--- config.mk ---
export PLATFORM = sky130hd
export DESIGN_NAME = kufe_ctrl
export DESIGN_NICKNAME = d
export VERILOG_FILES = /design/src/rtl/kufe_pkg.sv /design/src/rtl/kufe_ctrl.sv
export SDC_FILE = /design/constraint.sdc
export NUM_CORES = 1
export LEC_CHECK = 0
export BUFFER_PORTS_ARGS = -buffer_cell sky130_fd_sc_hd__buf_2
export CORE_AREA = 3 3 40 42
export DETAILED_ROUTE_END_ITERATION = 10
export DIE_AREA = 0 0 43 45
export GPL_ROUTABILITY_DRIVEN = 1
export SLEW_MARGIN = 20
export SYNTH_ARGS = -nofsm -noshare
export SYNTH_HDL_FRONTEND = slang
export SYNTH_SLANG_ARGS = --single-unit
--- constraint.sdc ---
create_clock -name clk_i -period 1.62 [get_ports clk_i]
set_input_delay 0.405 -clock clk_i [delete_from_list [all_inputs] [get_ports clk_i]]
set_output_delay 0.405 -clock clk_i [all_outputs]
set_load 0.005 [all_outputs]
--- src/rtl/kufe_pkg.sv ---
`default_nettype none

package kufe_pkg;

  localparam int unsigned NODE_IDX_W    = 10;
  localparam int unsigned WEIGHT_W      = 32;
  localparam int unsigned TOTAL_W       = 48;
  localparam int unsigned MAX_NODES_DEF = 1024;
  // Graph tag kept with each parent entry; a full sweep runs when it wraps
  localparam int unsigned EPOCH_W       = 4;

  typedef struct packed {
    logic [NODE_IDX_W-1:0] edge_from;
    logic [NODE_IDX_W-1:0] edge_to;
    logic [WEIGHT_W-1:0]   edge_weight;
    logic                  last;
  } edge_in_t;

  typedef struct packed {
    logic               taken;
    logic [TOTAL_W-1:0] tree_total;
    logic               final_res;
  } result_t;

  typedef enum logic [2:0] {
    S_CLEAR,
    S_IDLE,
    S_WALK_A,
    S_WALK_B,
    S_LINK
  } state_e;

  typedef struct packed {
    logic load;    // capture edge, start walk at first endpoint
    logic step;    // move current node to its parent
    logic root_a;  // keep first root, start walk at second endpoint
    logic commit;  // link roots, update total, load result register
    logic sweep;   // write one identity entry of the parent memory
  } cmd_t;

  typedef struct packed {
    logic in_range;
    logic root_hit;
    logic sweep_done;
    logic wrap;
  } status_t;

endpackage

`default_nettype wire

--- src/rtl/kufe_ctrl.sv ---
`default_nettype none

module kufe_ctrl (
  input  wire                clk_i,
  input  wire                rst_ni,
  input  wire                in_valid_i,
  output logic               in_stall_o,
  output logic               out_valid_o,
  input  wire                out_stall_i,
  input  kufe_pkg::status_t  status_i,
  output kufe_pkg::cmd_t     cmd_o
);

  kufe_pkg::state_e state_q, state_d;
  logic out_valid_q, out_valid_d;
  logic out_free;

  assign out_free = !out_valid_q || !out_stall_i;

  always_comb begin
    state_d = state_q;
    unique case (state_q)
      kufe_pkg::S_CLEAR: begin
        if (status_i.sweep_done) state_d = kufe_pkg::S_IDLE;
      end
      kufe_pkg::S_IDLE: begin
        if (in_valid_i) begin
          state_d = status_i.in_range ? kufe_pkg::S_WALK_A : kufe_pkg::S_LINK;
        end
      end
      kufe_pkg::S_WALK_A: begin
        if (status_i.root_hit) state_d = kufe_pkg::S_WALK_B;
      end
      kufe_pkg::S_WALK_B: begin
        if (status_i.root_hit) state_d = kufe_pkg::S_LINK;
      end
      kufe_pkg::S_LINK: begin
        if (out_free) state_d = status_i.wrap ? kufe_pkg::S_CLEAR : kufe_pkg::S_IDLE;
      end
      default: state_d = kufe_pkg::S_CLEAR;
    endcase
  end

  always_comb begin
    cmd_o      = '0;
    in_stall_o = 1'b1;
    unique case (state_q)
      kufe_pkg::S_CLEAR: cmd_o.sweep = 1'b1;
      kufe_pkg::S_IDLE: begin
        in_stall_o = 1'b0;
        cmd_o.load = in_valid_i;
      end
      kufe_pkg::S_WALK_A: begin
        cmd_o.root_a = status_i.root_hit;
        cmd_o.step   = !status_i.root_hit;
      end
      kufe_pkg::S_WALK_B: cmd_o.step = !status_i.root_hit;
      kufe_pkg::S_LINK:   cmd_o.commit = out_free;
      default: ;
    endcase
  end

  always_comb begin
    out_valid_d = out_valid_q;
    if (cmd_o.commit) begin
      out_valid_d = 1'b1;
    end else if (!out_stall_i) begin
      out_valid_d = 1'b0;
    end
  end

  always_ff @(posedge clk_i or negedge rst_ni) begin
    if (!rst_ni) begin
      state_q     <= kufe_pkg::S_CLEAR;
      out_valid_q <= 1'b0;
    end else begin
      state_q     <= state_d;
      out_valid_q <= out_valid_d;
    end
  end

  assign out_valid_o = out_valid_q;

  a_result_from_link: assert property (@(posedge clk_i) disable iff (!rst_ni)
    $rose(out_valid_q) |-> $past(state_q == kufe_pkg::S_LINK))
    else $error("result appeared outside the link step");

  a_wrap_sweeps: assert property (@(posedge clk_i) disable iff (!rst_ni)
    (cmd_o.commit && status_i.wrap) |=> (state_q == kufe_pkg::S_CLEAR))
    else $error("tag wrap did not start a sweep");

  a_load_walks: assert property (@(posedge clk_i) disable iff (!rst_ni)
    cmd_o.load |=> (state_q == kufe_pkg::S_WALK_A || state_q == kufe_pkg::S_LINK))
    else $error("accepted edge did not start a walk");

endmodule

`default_nettype wire

==> summary.txt <==
Synthesis
  – Netlist cell types: 18
  – Synth Net Count: 40
  – Register area share after synthesis: 36.53%
  – Dominant cells by area after synthesis: dfrtp_1, nand2_1, nor2_1, nor2b_1, o211ai_2
  – Warnings, synthesis: 0
  – Yosys top cell area share: 36.53%
  – Synthesized cell area: 274.0 um^2
  – Post-synthesis average cell area: 8.563 um^2
  – Cell taking the most area after synthesis: dfrtp_1
  – Post-Syn Instances: 32
  – Flops & latches, synth: 4

Run
  – Maxcap violations: 0

Clocking
  – Clock-pin slew on the worst setup and hold paths: 0.04 ns
  – Clk buf depth: 2
  – Root Buffer: clkbuf_4
  – CTS tree: built
  – Skew-Pair Late Insertion Delay: 0.23 ns
  – CTS sink count: 4
  – H-tree depth: 1
  – TritonCTS Buffers: 3

Detailed routing
  – Antenna Nets Post-Route: 0
  – Via Count: 304
  – Wire per inst: 10.67 um
  – Initial DRC count: 5
  – DR pass1 iterations: 4
  – Drt total wl: 715 um
  – Vias/cell: 4.537
  – # DRC: 0

Status
  – Status: completed

STA
  – Final Cycle Share: 93.84%
  – RSZ-0062 raised after global routing: no
  – Final hold viol count: 0
  – Final min period: 1.520 ns
  – Setup TNS: 0 ns
  – Worst-margin pin slew: 0.1824 ns
  – Clk_skew: 0.004035 ns
  – Max_slew headroom: 87.73%
  – Final Max Slew Viols: 0
  – FMAX: 657.8 MHz
  – Final setup viols: 0

Floorplan
  – Initial core utilization: 21.32%
  – Die width: 43 um
  – IO Pins: 15
  – Die Footprint: 1935 um^2
  – Core footprint: between 1000 and 1500 um^2
  – Die Y-Extent: 45 um
  – Rows: 13

Place
  – Post-DP HPWL: 535.9 um
  – Placed inst area: between 300 and 400 um^2
  – Number of I/O port buffers: 14
  – RePlAce Congestion: 0.6313

Power
  – Pwr/cell area: 1664 nW/um^2
  – Worst vdd ir: 0.3988 mV
  – Leak Pwr: between 0.2 and 0.25 nW

Worst setup path
  – CP dominant cell by count: nor2_1
  – Setup crit start kind: register
  – CP Depth: 4
  – Slowest Stage Delay on Critical Path: 0.44 ns
  – Reg2reg path depth: 3
  – Critical Path, Cell by Cell: nor2_1 -> nand2_2 -> nor2_1 -> buf_2
  – Crit Path Category: register to primary output
  – CP Data Required Time: 1.21 ns
  – WP buf/inv: 1
  – Worst-path fanout max: 4
  – Slowest-stage cell, CP: dfrtp_2
  – CP top delay family: flip-flops
  – Setup crit end kind: primary output
  – Arr. time, crit path: approximately 1.1 ns

GRT
  – Total GRT Usage: 8.007%
  – Initial antenna violation count: 0
  – First-pass GRT wire length: 1055 um
  – Vias in the first global route: 260
  – Grt ovf: 0
  – Largest net degree at the start of global routing: 11

Layout
  – FILL cells: ~140
  – Final instance area: approximately 430 um^2
  – NumNets Final: 62
  – Fraction of layout cells with a size suffix above 1: 55.77%
  – Number of diodes: 0
  – Synth-to-layout area growth: 57.99%

Worst hold path
  – Hold Path Class: primary input to register
  – Worst hold path cell count: 2
## through the flow
step | util (%) | hold slack (ns) | std cells | setup WS (ns) | power [W]
floorplan | - | 0.1094 | 32 | 0.3371 | 0.0003922
global placement | 26.78 | 0.2140 | 59 | 0.2372 | 0.0004613
detailed placement | 26.78 | 0.2166 | 59 | 0.2220 | 0.0004691
CTS | 29.60 | 0.3455 | 63 | 0.02355 | 0.0006077
global route | 33.69 | 0.3423 | 67 | 0.01239 | 0.0007881
finish | 33.69 | 0.3469 | 67 | 0.09984 | 0.0007203
## flip-flops by register name (all words and copies together), names as in the netlist
name and count:
out_valid_o 1, state_q 3
## per-layer routing
| layer | track usage [%] | vias to the layer above | routed length, um |
|---|---|---|---|
| li1 | - | 152 | - |
| met1 | 8.717 | 136 | 339 |
| met5 | 0 | - | 0 |
| met2 | 11.68 | 16 | 287 |
| met3 | 7.171 | 0 | 88 |
| met4 | 1.807 | 0 | 0 |
## final timing paths
| kind | start | endpoint | slack [ns] |
|---|---|---|---|
| setup reg to reg | state_q[1] | state_q[2] | 0.39 |
| max in group asynchronous | rst_ni | state_q[1] | 0.98 |
| hold / removal | status_i[0] | state_q[0] | 0.35 |
| min in group asynchronous | rst_ni | state_q[0] | 0.51 |
| hold reg to reg | out_valid_o | out_valid_o | 0.53 |
| setup / recovery | state_q[0] | cmd_o[1] | 0.1 |
## report_power, final
| group | switching (W) | internal (W) |
|---|---|---|
| Sequential | 0.0000632 | 0.000147 |
| Clock | 0.0000408 | 0.0000829 |
| Combinational | 0.000162 | 0.000225 |
## Yosys cell counts
| cell | number |
|---|---|
| nand2_1 | 7 |
| dfrtp_1 | 4 |
| nor2_1 | 4 |
| nor2b_1 | 2 |
| nor3_1 | 2 |
| a21oi_1 | 1 |
| a32oi_1 | 1 |
| and2_1 | 1 |
| buf_4 | 1 |
| buf_6 | 1 |
| nand2_4 | 1 |
| nand3_1 | 1 |
| nand4b_1 | 1 |
| o211ai_2 | 1 |
| o31ai_1 | 1 |
| or2_0 | 1 |
| or4_4 | 1 |
| xor2_1 | 1 |
## logic make-up (layout without fill, tap and decap cells)
logic type,count (synthesis),count (layout),synth area share [%]
compound gates,4,4,12.33
simple gates,21,21,41.10
flops,4,4,36.53
xor+xnor,1,1,3.197
buf+inv,2,22,6.850
## final cells by class
cell class                 instances  area [um^2]  area share, %
clock buffer                       3        22.52          5.202
tap                               15        18.77          4.335
multi-input combinational         26        165.2          38.15
sequential                         4        103.9          23.99
timing repair buffer              19        122.6          28.32
## cell usage in the layout, fill, tap and decap left out, types with 2 or more instances in the layout
cell / count
nor2_1: 4
nand2_1: 6
buf_2: 14
nor3_1: 2
dfrtp_2: 3
buf_4: 3
clkbuf_4: 3
## repair_timing
action | 4_1_cts | 5_1_grt
hold buffers | 1 | 0
resized for setup | 2 | 4
hold endpoints to repair | 4 | 0
endpoints found under the setup margin | 3 | 3
buffers inserted | 0 | 4
(Power assumes the default switching activity.)
